**src/sv/csu_pkg.sv**
```systemverilog
// Shared constants, width functions and status types of the cosine similarity unit.
package csu_pkg;

    localparam int ELEM_WIDTH_DEF = 16;
    localparam int MAX_LEN_DEF    = 1024;
    localparam int FRAC_BITS      = 15;
    localparam int SIM_WIDTH      = FRAC_BITS + 1;
    localparam int FIFO_DEPTH     = 4;
    localparam int FIFO_PTR_W     = $clog2(FIFO_DEPTH);
    localparam int FIFO_CNT_W     = $clog2(FIFO_DEPTH + 1);

    function automatic int dot_width(input int elem_w, input int max_len);
        return 2 * elem_w + $clog2(max_len);
    endfunction

    function automatic int norm_width(input int elem_w, input int max_len);
        return 2 * elem_w - 1 + $clog2(max_len);
    endfunction

    typedef struct packed {
        logic       push;
        logic [1:0] pending;
    } front_stat_t;

    typedef struct packed {
        logic                  empty;
        logic [FIFO_CNT_W-1:0] count;
    } fifo_stat_t;

endpackage

```
**src/sv/csu_front.sv**
```systemverilog
// Front end: element products and saturating dot and norm accumulators.
module csu_front #(
    parameter int ELEM_WIDTH = csu_pkg::ELEM_WIDTH_DEF,
    parameter int MAX_LEN    = csu_pkg::MAX_LEN_DEF,
    localparam int DW        = csu_pkg::dot_width(ELEM_WIDTH, MAX_LEN),
    localparam int NW        = csu_pkg::norm_width(ELEM_WIDTH, MAX_LEN)
) (
    input  logic                         clk,
    input  logic                         rst_n,
    input  logic                         accept,
    input  logic signed [ELEM_WIDTH-1:0] elem_a,
    input  logic signed [ELEM_WIDTH-1:0] elem_b,
    input  logic                         last,
    output csu_pkg::front_stat_t         stat,
    output logic [DW+2*NW-1:0]           sums
);

    localparam int PW = 2 * ELEM_WIDTH;

    logic                         s1_valid_reg;
    logic                         s1_last_reg;
    logic signed [ELEM_WIDTH-1:0] s1_a_reg;
    logic signed [ELEM_WIDTH-1:0] s1_b_reg;

    logic                  s2_valid_reg;
    logic                  s2_last_reg;
    logic signed [PW-1:0]  s2_ab_reg;
    logic [PW-1:0]         s2_aa_reg;
    logic [PW-1:0]         s2_bb_reg;

    logic signed [DW-1:0]  dot_reg;
    logic [NW-1:0]         na_reg;
    logic [NW-1:0]         nb_reg;

    logic signed [PW-1:0]  ab_prod;
    logic signed [PW-1:0]  aa_prod;
    logic signed [PW-1:0]  bb_prod;

    logic [DW:0]   dot_full;
    logic [NW:0]   na_full;
    logic [NW:0]   nb_full;
    logic [DW-1:0] dot_sat;
    logic [NW-1:0] na_sat;
    logic [NW-1:0] nb_sat;

    assign ab_prod = s1_a_reg * s1_b_reg;
    assign aa_prod = s1_a_reg * s1_a_reg;
    assign bb_prod = s1_b_reg * s1_b_reg;

    assign dot_full = {dot_reg[DW-1], dot_reg}
                    + {{(DW+1-PW){s2_ab_reg[PW-1]}}, s2_ab_reg};
    assign na_full  = {1'b0, na_reg} + {{(NW+1-PW){1'b0}}, s2_aa_reg};
    assign nb_full  = {1'b0, nb_reg} + {{(NW+1-PW){1'b0}}, s2_bb_reg};

    always_comb
    begin
        if (dot_full[DW] != dot_full[DW-1])
        begin
            dot_sat = {dot_full[DW], {(DW-1){~dot_full[DW]}}};
        end
        else
        begin
            dot_sat = dot_full[DW-1:0];
        end
        na_sat = na_full[NW] ? {NW{1'b1}} : na_full[NW-1:0];
        nb_sat = nb_full[NW] ? {NW{1'b1}} : nb_full[NW-1:0];
    end

    assign stat.push    = s2_valid_reg & s2_last_reg;
    assign stat.pending = {1'b0, s1_valid_reg & s1_last_reg}
                        + {1'b0, s2_valid_reg & s2_last_reg};
    assign sums         = {dot_sat, na_sat, nb_sat};

    always_ff @(posedge clk or negedge rst_n)
    begin
        if (!rst_n)
        begin
            s1_valid_reg <= 1'b0;
            s2_valid_reg <= 1'b0;
            dot_reg      <= '0;
            na_reg       <= '0;
            nb_reg       <= '0;
        end
        else
        begin
            s1_valid_reg <= accept;
            s2_valid_reg <= s1_valid_reg;
            if (s2_valid_reg)
            begin
                if (s2_last_reg)
                begin
                    dot_reg <= '0;
                    na_reg  <= '0;
                    nb_reg  <= '0;
                end
                else
                begin
                    dot_reg <= dot_sat;
                    na_reg  <= na_sat;
                    nb_reg  <= nb_sat;
                end
            end
        end
    end

    always_ff @(posedge clk)
    begin
        if (accept)
        begin
            s1_a_reg    <= elem_a;
            s1_b_reg    <= elem_b;
            s1_last_reg <= last;
        end
        if (s1_valid_reg)
        begin
            s2_ab_reg   <= ab_prod;
            s2_aa_reg   <= aa_prod;
            s2_bb_reg   <= bb_prod;
            s2_last_reg <= s1_last_reg;
        end
    end

endmodule

```
**src/sv/csu_fifo.sv**
```systemverilog
// Short queue of finished accumulator sets between front and back end.
module csu_fifo #(
    parameter int WIDTH = 1
) (
    input  logic                clk,
    input  logic                rst_n,
    input  logic                push,
    input  logic [WIDTH-1:0]    wdata,
    input  logic                pop,
    output logic [WIDTH-1:0]    rdata,
    output csu_pkg::fifo_stat_t stat
);

    logic [WIDTH-1:0]                  mem_reg [csu_pkg::FIFO_DEPTH];
    logic [csu_pkg::FIFO_PTR_W-1:0]    wr_ptr_reg;
    logic [csu_pkg::FIFO_PTR_W-1:0]    rd_ptr_reg;
    logic [csu_pkg::FIFO_CNT_W-1:0]    count_reg;

    assign rdata      = mem_reg[rd_ptr_reg];
    assign stat.empty = (count_reg == '0);
    assign stat.count = count_reg;

    always_ff @(posedge clk or negedge rst_n)
    begin
        if (!rst_n)
        begin
            wr_ptr_reg <= '0;
            rd_ptr_reg <= '0;
            count_reg  <= '0;
        end
        else
        begin
            if (push)
            begin
                wr_ptr_reg <= wr_ptr_reg + csu_pkg::FIFO_PTR_W'(1);
            end
            if (pop)
            begin
                rd_ptr_reg <= rd_ptr_reg + csu_pkg::FIFO_PTR_W'(1);
            end
            if (push && !pop)
            begin
                count_reg <= count_reg + csu_pkg::FIFO_CNT_W'(1);
            end
            else if (pop && !push)
            begin
                count_reg <= count_reg - csu_pkg::FIFO_CNT_W'(1);
            end
        end
    end

    always_ff @(posedge clk)
    begin
        if (push)
        begin
            mem_reg[wr_ptr_reg] <= wdata;
        end
    end

endmodule

```
**src/sv/csu_back.sv**
```systemverilog
// Back end: serial norm product, digit square root, restoring divide, result register.
module csu_back #(
    parameter int ELEM_WIDTH = csu_pkg::ELEM_WIDTH_DEF,
    parameter int MAX_LEN    = csu_pkg::MAX_LEN_DEF,
    localparam int DW        = csu_pkg::dot_width(ELEM_WIDTH, MAX_LEN),
    localparam int NW        = csu_pkg::norm_width(ELEM_WIDTH, MAX_LEN)
) (
    input  logic                                clk,
    input  logic                                rst_n,
    input  csu_pkg::fifo_stat_t                 qstat,
    input  logic [DW+2*NW-1:0]                  qdata,
    output logic                                pop,
    output logic                                result_valid,
    input  logic                                result_stall,
    output logic signed [csu_pkg::SIM_WIDTH-1:0] similarity,
    output logic                                zero_norm
);

    localparam int CW = $clog2(NW);
    localparam int FB = csu_pkg::FRAC_BITS;
    localparam int SW = csu_pkg::SIM_WIDTH;

    typedef enum logic [2:0] {
        ST_IDLE,
        ST_MUL,
        ST_SQRT,
        ST_CMP,
        ST_DIV,
        ST_DONE
    } state_t;

    state_t          state_reg;
    logic [CW-1:0]   cnt_reg;
    logic            neg_reg;
    logic            zero_reg;
    logic [DW-1:0]   mag_reg;
    logic [NW-1:0]   mcand_reg;
    logic [2*NW-1:0] work_reg;
    logic [NW+1:0]   rem_reg;
    logic [NW-1:0]   root_reg;
    logic [FB-1:0]   quo_reg;
    logic            out_valid_reg;
    logic [SW-1:0]   out_sim_reg;
    logic            out_zero_reg;

    logic [DW-1:0]   q_dot;
    logic [NW-1:0]   q_na;
    logic [NW-1:0]   q_nb;
    logic [NW:0]     mul_sum;
    logic [NW+1:0]   sq_rem;
    logic [NW+1:0]   sq_trial;
    logic            sq_ge;
    logic [NW+1:0]   dv_rem;
    logic [NW+1:0]   dv_den;
    logic            dv_ge;
    logic            out_free;
    logic [SW-1:0]   sim_mag;

    assign q_dot = qdata[DW+2*NW-1:2*NW];
    assign q_na  = qdata[2*NW-1:NW];
    assign q_nb  = qdata[NW-1:0];

    assign mul_sum  = {1'b0, work_reg[2*NW-1:NW]} + (work_reg[0] ? {1'b0, mcand_reg} : '0);
    assign sq_rem   = {rem_reg[NW-1:0], work_reg[2*NW-1:2*NW-2]};
    assign sq_trial = {root_reg, 2'b01};
    assign sq_ge    = (sq_rem >= sq_trial);
    assign dv_rem   = {rem_reg[NW:0], 1'b0};
    assign dv_den   = {2'b00, root_reg};
    assign dv_ge    = (dv_rem >= dv_den);
    assign out_free = !out_valid_reg || !result_stall;
    assign sim_mag  = {1'b0, quo_reg};

    assign pop          = (state_reg == ST_IDLE) && !qstat.empty;
    assign result_valid = out_valid_reg;
    assign similarity   = out_sim_reg;
    assign zero_norm    = out_zero_reg;

    always_ff @(posedge clk or negedge rst_n)
    begin
        if (!rst_n)
        begin
            state_reg     <= ST_IDLE;
            cnt_reg       <= '0;
            neg_reg       <= 1'b0;
            zero_reg      <= 1'b0;
            mag_reg       <= '0;
            mcand_reg     <= '0;
            work_reg      <= '0;
            rem_reg       <= '0;
            root_reg      <= '0;
            quo_reg       <= '0;
            out_valid_reg <= 1'b0;
            out_sim_reg   <= '0;
            out_zero_reg  <= 1'b0;
        end
        else
        begin
            if (out_valid_reg && !result_stall && state_reg != ST_DONE)
            begin
                out_valid_reg <= 1'b0;
            end
            unique case (state_reg)
                ST_IDLE:
                begin
                    if (!qstat.empty)
                    begin
                        neg_reg   <= q_dot[DW-1];
                        mag_reg   <= q_dot[DW-1] ? (~q_dot + DW'(1)) : q_dot;
                        mcand_reg <= q_na;
                        work_reg  <= {{NW{1'b0}}, q_nb};
                        cnt_reg   <= CW'(NW - 1);
                        if (q_na == '0 || q_nb == '0)
                        begin
                            zero_reg  <= 1'b1;
                            quo_reg   <= '0;
                            state_reg <= ST_DONE;
                        end
                        else
                        begin
                            zero_reg  <= 1'b0;
                            state_reg <= ST_MUL;
                        end
                    end
                end
                ST_MUL:
                begin
                    work_reg <= {mul_sum, work_reg[NW-1:1]};
                    if (cnt_reg == '0)
                    begin
                        cnt_reg   <= CW'(NW - 1);
                        rem_reg   <= '0;
                        root_reg  <= '0;
                        state_reg <= ST_SQRT;
                    end
                    else
                    begin
                        cnt_reg <= cnt_reg - CW'(1);
                    end
                end
                ST_SQRT:
                begin
                    rem_reg  <= sq_ge ? (sq_rem - sq_trial) : sq_rem;
                    root_reg <= {root_reg[NW-2:0], sq_ge};
                    work_reg <= {work_reg[2*NW-3:0], 2'b00};
                    if (cnt_reg == '0)
                    begin
                        state_reg <= ST_CMP;
                    end
                    else
                    begin
                        cnt_reg <= cnt_reg - CW'(1);
                    end
                end
                ST_CMP:
                begin
                    // quotient reaches 2^FB exactly when mag >= root
                    if (mag_reg >= {1'b0, root_reg})
                    begin
                        quo_reg   <= '1;
                        state_reg <= ST_DONE;
                    end
                    else
                    begin
                        rem_reg   <= {2'b00, mag_reg[NW-1:0]};
                        quo_reg   <= '0;
                        cnt_reg   <= CW'(FB - 1);
                        state_reg <= ST_DIV;
                    end
                end
                ST_DIV:
                begin
                    rem_reg <= dv_ge ? (dv_rem - dv_den) : dv_rem;
                    quo_reg <= {quo_reg[FB-2:0], dv_ge};
                    if (cnt_reg == '0)
                    begin
                        state_reg <= ST_DONE;
                    end
                    else
                    begin
                        cnt_reg <= cnt_reg - CW'(1);
                    end
                end
                ST_DONE:
                begin
                    if (out_free)
                    begin
                        out_valid_reg <= 1'b1;
                        out_sim_reg   <= neg_reg ? (~sim_mag + SW'(1)) : sim_mag;
                        out_zero_reg  <= zero_reg;
                        state_reg     <= ST_IDLE;
                    end
                end
                default:
                begin
                    state_reg <= ST_IDLE;
                end
            endcase
        end
    end

endmodule

```
**src/sv/cosine_similarity_unit.sv**
```systemverilog
// Cosine similarity unit top level: front end, accumulator queue and back end.
// Element pairs enter at one per cycle while item_stall is low and are folded
// into saturating dot and norm accumulators; a pair marked last closes the
// vector and its sums go into a four-entry queue. For each vector the back end
// takes the sums, forms the norm product bit-serially over NW bits (NW =
// 2*ELEM_WIDTH-1+clog2(MAX_LEN)), takes the square root at one result bit
// per step, makes one compare, runs 15 restoring divide steps and loads the
// result register. A zero norm goes straight to the result register and a
// quotient that clamps skips the divide. Long vectors therefore stream at
// one pair per cycle; short ones are limited by the back end, and item_stall
// rises once queued plus in-flight vectors reach four.
module cosine_similarity_unit #(
    parameter int ELEM_WIDTH = csu_pkg::ELEM_WIDTH_DEF,
    parameter int MAX_LEN    = csu_pkg::MAX_LEN_DEF
) (
    input  logic                                 clk,
    input  logic                                 rst_n,
    input  logic                                 item_valid,
    output logic                                 item_stall,
    input  logic signed [ELEM_WIDTH-1:0]         elem_a,
    input  logic signed [ELEM_WIDTH-1:0]         elem_b,
    input  logic                                 last,
    output logic                                 result_valid,
    input  logic                                 result_stall,
    output logic signed [csu_pkg::SIM_WIDTH-1:0] similarity,
    output logic                                 zero_norm
);

    localparam int DW  = csu_pkg::dot_width(ELEM_WIDTH, MAX_LEN);
    localparam int NW  = csu_pkg::norm_width(ELEM_WIDTH, MAX_LEN);
    localparam int QW  = DW + 2 * NW;
    localparam int OCW = csu_pkg::FIFO_CNT_W + 1;

    csu_pkg::front_stat_t front_stat;
    csu_pkg::fifo_stat_t  fifo_stat;
    logic [QW-1:0]        sums;
    logic [QW-1:0]        qdata;
    logic                 pop;
    logic                 accept;
    logic [OCW-1:0]       occupancy;

    assign occupancy  = OCW'(fifo_stat.count) + OCW'(front_stat.pending);
    assign item_stall = (occupancy >= OCW'(csu_pkg::FIFO_DEPTH));
    assign accept     = item_valid && !item_stall;

    csu_front #(
        .ELEM_WIDTH (ELEM_WIDTH),
        .MAX_LEN    (MAX_LEN)
    ) u_front (
        .clk    (clk),
        .rst_n  (rst_n),
        .accept (accept),
        .elem_a (elem_a),
        .elem_b (elem_b),
        .last   (last),
        .stat   (front_stat),
        .sums   (sums)
    );

    csu_fifo #(
        .WIDTH (QW)
    ) u_fifo (
        .clk   (clk),
        .rst_n (rst_n),
        .push  (front_stat.push),
        .wdata (sums),
        .pop   (pop),
        .rdata (qdata),
        .stat  (fifo_stat)
    );

    csu_back #(
        .ELEM_WIDTH (ELEM_WIDTH),
        .MAX_LEN    (MAX_LEN)
    ) u_back (
        .clk          (clk),
        .rst_n        (rst_n),
        .qstat        (fifo_stat),
        .qdata        (qdata),
        .pop          (pop),
        .result_valid (result_valid),
        .result_stall (result_stall),
        .similarity   (similarity),
        .zero_norm    (zero_norm)
    );

endmodule

```
**config.mk**
```make
export PLATFORM = sky130hd
export DESIGN_NAME = cosine_similarity_unit
export DESIGN_NICKNAME = d
export VERILOG_FILES = /design/src/sv/csu_pkg.sv /design/src/sv/csu_front.sv /design/src/sv/csu_fifo.sv /design/src/sv/csu_back.sv /design/src/sv/cosine_similarity_unit.sv
export SDC_FILE = /design/constraint.sdc
export NUM_CORES = 2
export LEC_CHECK = 0
export ABC_AREA = 0
export ABC_CLOCK_PERIOD_IN_PS = 6100
export BUFFER_PORTS_ARGS = -buffer_cell sky130_fd_sc_hd__buf_2
export CAP_MARGIN = 10
export CORE_AREA = 3 3 530 532
export CTS_BUF_LIST = sky130_fd_sc_hd__clkbuf_4
export CTS_CLUSTER_SIZE = 28
export DETAILED_ROUTE_END_ITERATION = 10
export DIE_AREA = 0 0 533 535
export GPL_ROUTABILITY_DRIVEN = 0
export PLACE_DENSITY_LB_ADDON = 0.08
export SLEW_MARGIN = 20
export SYNTH_ARGS = -nofsm -noshare
export SYNTH_HDL_FRONTEND = slang
export SYNTH_SLANG_ARGS = --single-unit
export TNS_END_PERCENT = 1
```
**constraint.sdc**
```tcl
create_clock -name clk -period 6.1 [get_ports clk]
set_input_delay 1.22 -clock clk [delete_from_list [all_inputs] [get_ports clk]]
set_output_delay 1.22 -clock clk [all_outputs]
set_load 0.01 [all_outputs]
```
-- Word level (Yosys, flattened, before mapping)
Memories as Yosys holds them, arrays and structs flattened.
Cells that the tools add are included.
- memories kept: 1
- bits of input ports: 37
- RAM bits: 496
- logic and storage cells: 149
- register bits after elaboration: 555
- output and inout bits: 19
- bitwise gates (word level): 6
- mux-type cells: 43
- multiply operators: 3
- add/subtract/negate cells: 15
- reduce and logical (&&, ||, !) cells: 34
- magnitude comparators: 4
- equal/unequal tests: 15
- memories (memory ; depth ; width ; read ports ; clocked after Yosys merged registers in ; wr ports ; line ; text):
    u_fifo.mem_reg ; 4 ; 124 ; 1 ; 0 ; 1 ; csu_fifo.sv:14 ; logic [WIDTH-1:0] mem_reg [csu_pkg::FIFO_DEPTH];
- operators with widths (kind ; count):
    $mux W42 ; 7
    $mux W41 ; 6
    $pmux W82 S3 ; 1
    $pmux W42 S4 ; 1
    $mul A16 B16 Y32 ; 3
    $add A41 B32 Y42 ; 2
    $logic_not A41 Y1 ; 2
    $mux W82 ; 1
    $pmux W41 S2 ; 1
    $mux W15 ; 3
    $pmux W15 S3 ; 1
    $add A42 B32 Y43 ; 1
    $ge A43 B41 Y1 ; 1
    $ge A43 B43 Y1 ; 1
    $add A41 B42 Y42 ; 1
    $add A42 B1 Y42 const B ; 1
    $ge A42 B41 Y1 ; 1
    $not A42 Y42 ; 1
    $sub A42 B41 Y42 ; 1
    $sub A42 B42 Y42 ; 1
    $mux W3 ; 8
    $mux W6 ; 4
    $pmux W6 S4 ; 1
    $pmux W3 S6 ; 1
    33 further kinds ; 69

-- Logic depth before layout (Yosys ltp)
- depth in word-level cells: 6
- gate-level depth with buffers: 27
- mapped depth without buffers: 26

-- Cells and area by module
From an unflattened synthesis, not the netlist that was laid out.
- cell total of the unflattened synthesis: 7741
- area total of the unflattened synthesis: 82796.9 um2
- by module, submodules not included (module ; cells each ; instances ; area each (um2) ; seq. area each (um2)):
    csu_front ; 4433 ; 1 ; 42243.0 ; 6996.7
    csu_back ; 2622 ; 1 ; 22277.6 ; 7307.0
    csu_fifo ; 681 ; 1 ; 18242.5 ; 15069.5
    cosine_similarity_unit ; 5 ; 1 ; 33.8 ; 0.0

-- Least setup slack after synthesis
No wires, ideal clock.
- kind: register -> register
- start: reg u_front.s1_b_reg[9]
- end: reg u_front.s2_ab_reg[31] (data pin)
- buffers on the path: 2
- arrival: 6383 ps
- required time: 5840 ps
- clock period less this slack: 6643 ps
- path slack: -543 ps
- setup time: 260 ps
- stages on the path, launching flop included: 27
- cell sequence: edfxtp_1 > clkbuf_1 > clkbuf_1 > nand2_1 > fa_1 > inv_1 > fa_1 > inv_1 > fa_1 > inv_1 > fa_1 > fa_1 > inv_1 > fa_1 > inv_1 > ha_1 > a21o_1 > a21oi_1 > o21ai_0 > nand4_1 > o211ai_1 > a221oi_1 > o21ai_0 > or4_1 > a31o_2 > a21oi_1 > xnor2_1
- cells in the longest elaborated chain, start to end: 1
- ends and longest elaborated chain (item ; line ; text):
    from (decl) ; csu_front.sv:23 ; logic signed [ELEM_WIDTH-1:0] s1_b_reg;
    from (signal assigned) ; csu_front.sv:111 ; s1_b_reg <= elem_b;
    $mul A16 B16 Y32 ; csu_front.sv:46 ; assign ab_prod = s1_a_reg * s1_b_reg;
    named net u_front.ab_prod[31] ; csu_front.sv:35 ; logic signed [PW-1:0] ab_prod;
    to (signal assigned) ; csu_front.sv:116 ; s2_ab_reg <= ab_prod;
    to (decl) ; csu_front.sv:27 ; logic signed [PW-1:0] s2_ab_reg;
The timed path passes the listed nets, and every way through them passes these cells.
A chain may end at the register's enable or synchronous reset.

-- Worst setup path in the final report
- start: reg u_front.s1_b_reg[3]
- end: reg u_front.s2_ab_reg[31] (data pin)
Same word-level chain as after synthesis.

==> flow_summary_export.csv <==
group,metric,value,unit
detailed_routing,top_layer,"met5",
sta,max_freq,0.154,GHz
yosys,synth.distinct_cells,107,
cts,cts-buffers-inserted,315,
detailed_routing,wl_met2,112,mm
detailed_routing,post_drt_wl_per_cell,19.5,µm
run_status,violations,"negative setup slack",
setup_path,cp_max_fo,3,
floorplan,die_y,535,µm
grt,grt_max_degree,125,
detailed_routing,ant_nets,0,
cts,clock_tree.root_cell,"clkbuf_4",
cts,clockBufferDepth,4,
setup_path,end_kind,"flop",
detailed_routing,drc,0,
cells_and_area,fill_cells,28000,
detailed_routing,wl_met3,8.36,mm
yosys,ys.flop_type,"edfxtp_1",
setup_path,cpPeakStageDelay,560,ps
cts,cts_tree,"done",
yosys,yosysWarnings,0,
detailed_routing,dr.pass1.iters,6,
setup_path,worst-path-buf-inv,6,
sta,setup_viol,18,
run_status,status,"finished, violations left",
sta,finalHoldViolCount,0,
yosys,synth-edff-count,624,
sta,tightest_slew,1000,ps
sta,period_share,1.06,
setup_path,crit_arrival,7420,ps
place,hpwl,185,mm
cts,cts.reportedPaths.clkPinSlew,60,ps
min_path,hold_class,"input pin to flop",
yosys,synth_seq_cells,1049,
place,dp_slack,-676,ps
cts,h-tree-depth,5,
grt,antenna_found_initial,7,
cells_and_area,largest_reg_flops,496,
cells_and_area,area_growth,16.3,%
cts,clock-sinks,1049,
grt,grt-ovfl-total,0,
detailed_routing,drt_wl_total,243,mm
sta,period_minus_slack,6500,ps
setup_path,crit_type,"flop to flop",
floorplan,ios,56,
setup_path,cp-startpoint,"u_front.s1_b_reg[3]",
floorplan,core_area,276000,µm²
grt,grt_pass1_wl,380,mm
setup_path,critPathTopFamily,"adder cells",
yosys,synthArstFlopShare,0.405,
floorplan,placementRows,193,
setup_path,r2r_start,"u_front.s1_b_reg[3]",
min_path,min-delay-start,"last",
setup_path,critical_path.most_common_cell,"fa_1",
setup_path,crit_path_start_kind,"flop",
sta,finalClockSkew,137,ps
place,numPortBuffers,55,
grt,track_usage,0.170,
yosys,syn_area,82800,µm²
detailed_routing,met1Wirelength,119,mm
sta,rsz0062_at_grt,"yes",
yosys,synth_area_per_cell,10.6,µm²
grt,grt_pass1_vias,63200,
sta,slew_headroom,0.323,
floorplan,start_util,0.299,
detailed_routing,drt_iter0_drc,3123,
run,maxCapViolCount,0,
detailed_routing,dr_total_vias,59400,
yosys,synth_seq_area_share,0.355,
floorplan,fp.dieW,533,µm
sta,slew_violations,0,
cells_and_area,drive_above_1_share,0.169,
setup_path,worst_ep_required_time,7020,ps
setup_path,slowest_stage,"fa_1",
cts,clk_latency,1250,ps
floorplan,dieArea,285000,µm²
yosys,syn_inst,7841,
detailed_routing,vias_per_cell,4.77,
yosys,syn-num-nets,9157,
sta,setup_slack,-396,ps
cells_and_area,fin_nets,9806,
==> per-stage QoR <==
step                      TNS (ps)   util  std cells  cell area [µm²]  hold slack [ps]
after floorplan               -927      -       7841            83000              417
after global placement       -9460  0.330      11800            91300              428
after detailed placement     -9630  0.330      11800            91300              441
after CTS                    -5160  0.347      12400            96000             22.0
after global routing        -10850  0.348      12500            96300             91.2
final                        -3000  0.348      12500            96300              243
==> path summary, 6_finish.rpt <==
kind / to / slack, ps / cells past startpoint
setup / recovery: u_front.s2_ab_reg[31] / -400 / 25
hold / removal: u_front.s1_last_reg / 240 / 1
setup reg to reg: u_front.s2_ab_reg[31] / -400 / 25
hold reg to reg: u_front.s2_last_reg / 450 / 0
max in group asynchronous: u_front.s1_valid_reg / 4270 / 3
min in group asynchronous: u_back.root_reg[27] / 580 / 2
==> area by class of cell <==
cell class,instances,area (µm²),share of cell area
sequential,1049,29400,0.305
tap,3705,4640,0.0482
clock inverter,99,607,0.00630
antenna,5,12.5,0.000130
clock buffer,473,3550,0.0369
inverter,1050,3950,0.0411
timing repair buffer,678,5550,0.0577
multi-input combinational,5396,48600,0.505
==> layer usage <==
metal  track usage  vias to the layer above
li1              -                    28500
met4        0.0325                        4
met2         0.275                      955
met5             0                        -
met3        0.0217                      248
met1         0.244                    29700
==> Yosys cell counts (63+ instances only) <==
cell / n / area share
fa_1: 733 / 0.18
nor2_1: 367 / 0.017
o21ai_0: 326 / 0.020
clkbuf_1: 273 / 0.012
a21oi_1: 370 / 0.022
dfrtp_1: 425 / 0.13
o22ai_1: 97 / 0.0073
nand2b_1: 63 / 0.0048
edfxtp_1: 624 / 0.23
xnor2_1: 249 / 0.026
inv_1: 1039 / 0.047
ha_1: 546 / 0.083
nor3_1: 65 / 0.0039
nand3_1: 93 / 0.0056
xor2_1: 137 / 0.014
a21o_1: 170 / 0.015
and2_1: 246 / 0.019
nand2_1: 824 / 0.037
and3_1: 66 / 0.0050
mux4_2: 123 / 0.033
==> cells by family after synthesis <==
logic type,synth area share
AND/OR/NAND/NOR,0.110
flip-flops,0.355
AO/OA/AOI/OAI,0.128
XOR/XNOR,0.0408
multiplexers,0.0390
buffers and inverters,0.0656
adder cells (fa/ha/maj),0.262
==> repair_timing <==
action,CTS,global route
gates resized for setup,44,56
cloned,0,0
buffers inserted,3,5
hold endpoints to repair,91,0
hold buffers,27,0
endpoints found under the setup margin,34,43
pin swaps,14,25
==> cell usage in the layout (no fill, tap or decap), drive strengths merged, types with 32 or more instances in the layout <==
master	count
inv	1053
nand2	826
fa	733
buf	651
edfxtp	624
ha	546
clkbuf	473
dfrtp	425
a21oi	370
nor2	369
o21ai	346
xnor2	249
and2	248
a21o	173
xor2	137
mux4	123
o22ai	97
nand3	93
clkinv	88
nor3	69
and3	69
nand2b	63
a31oi	61
a22o	60
nor2b	50
o21bai	50
a22oi	48
o21a	44
o22a	44
nand4	39
o211ai	35
nor4	34
o2bb2ai	32
Power is left out: the tool's default activity adds up to more than one toggle a clock period on the data nets, which glitch-free logic cannot reach.
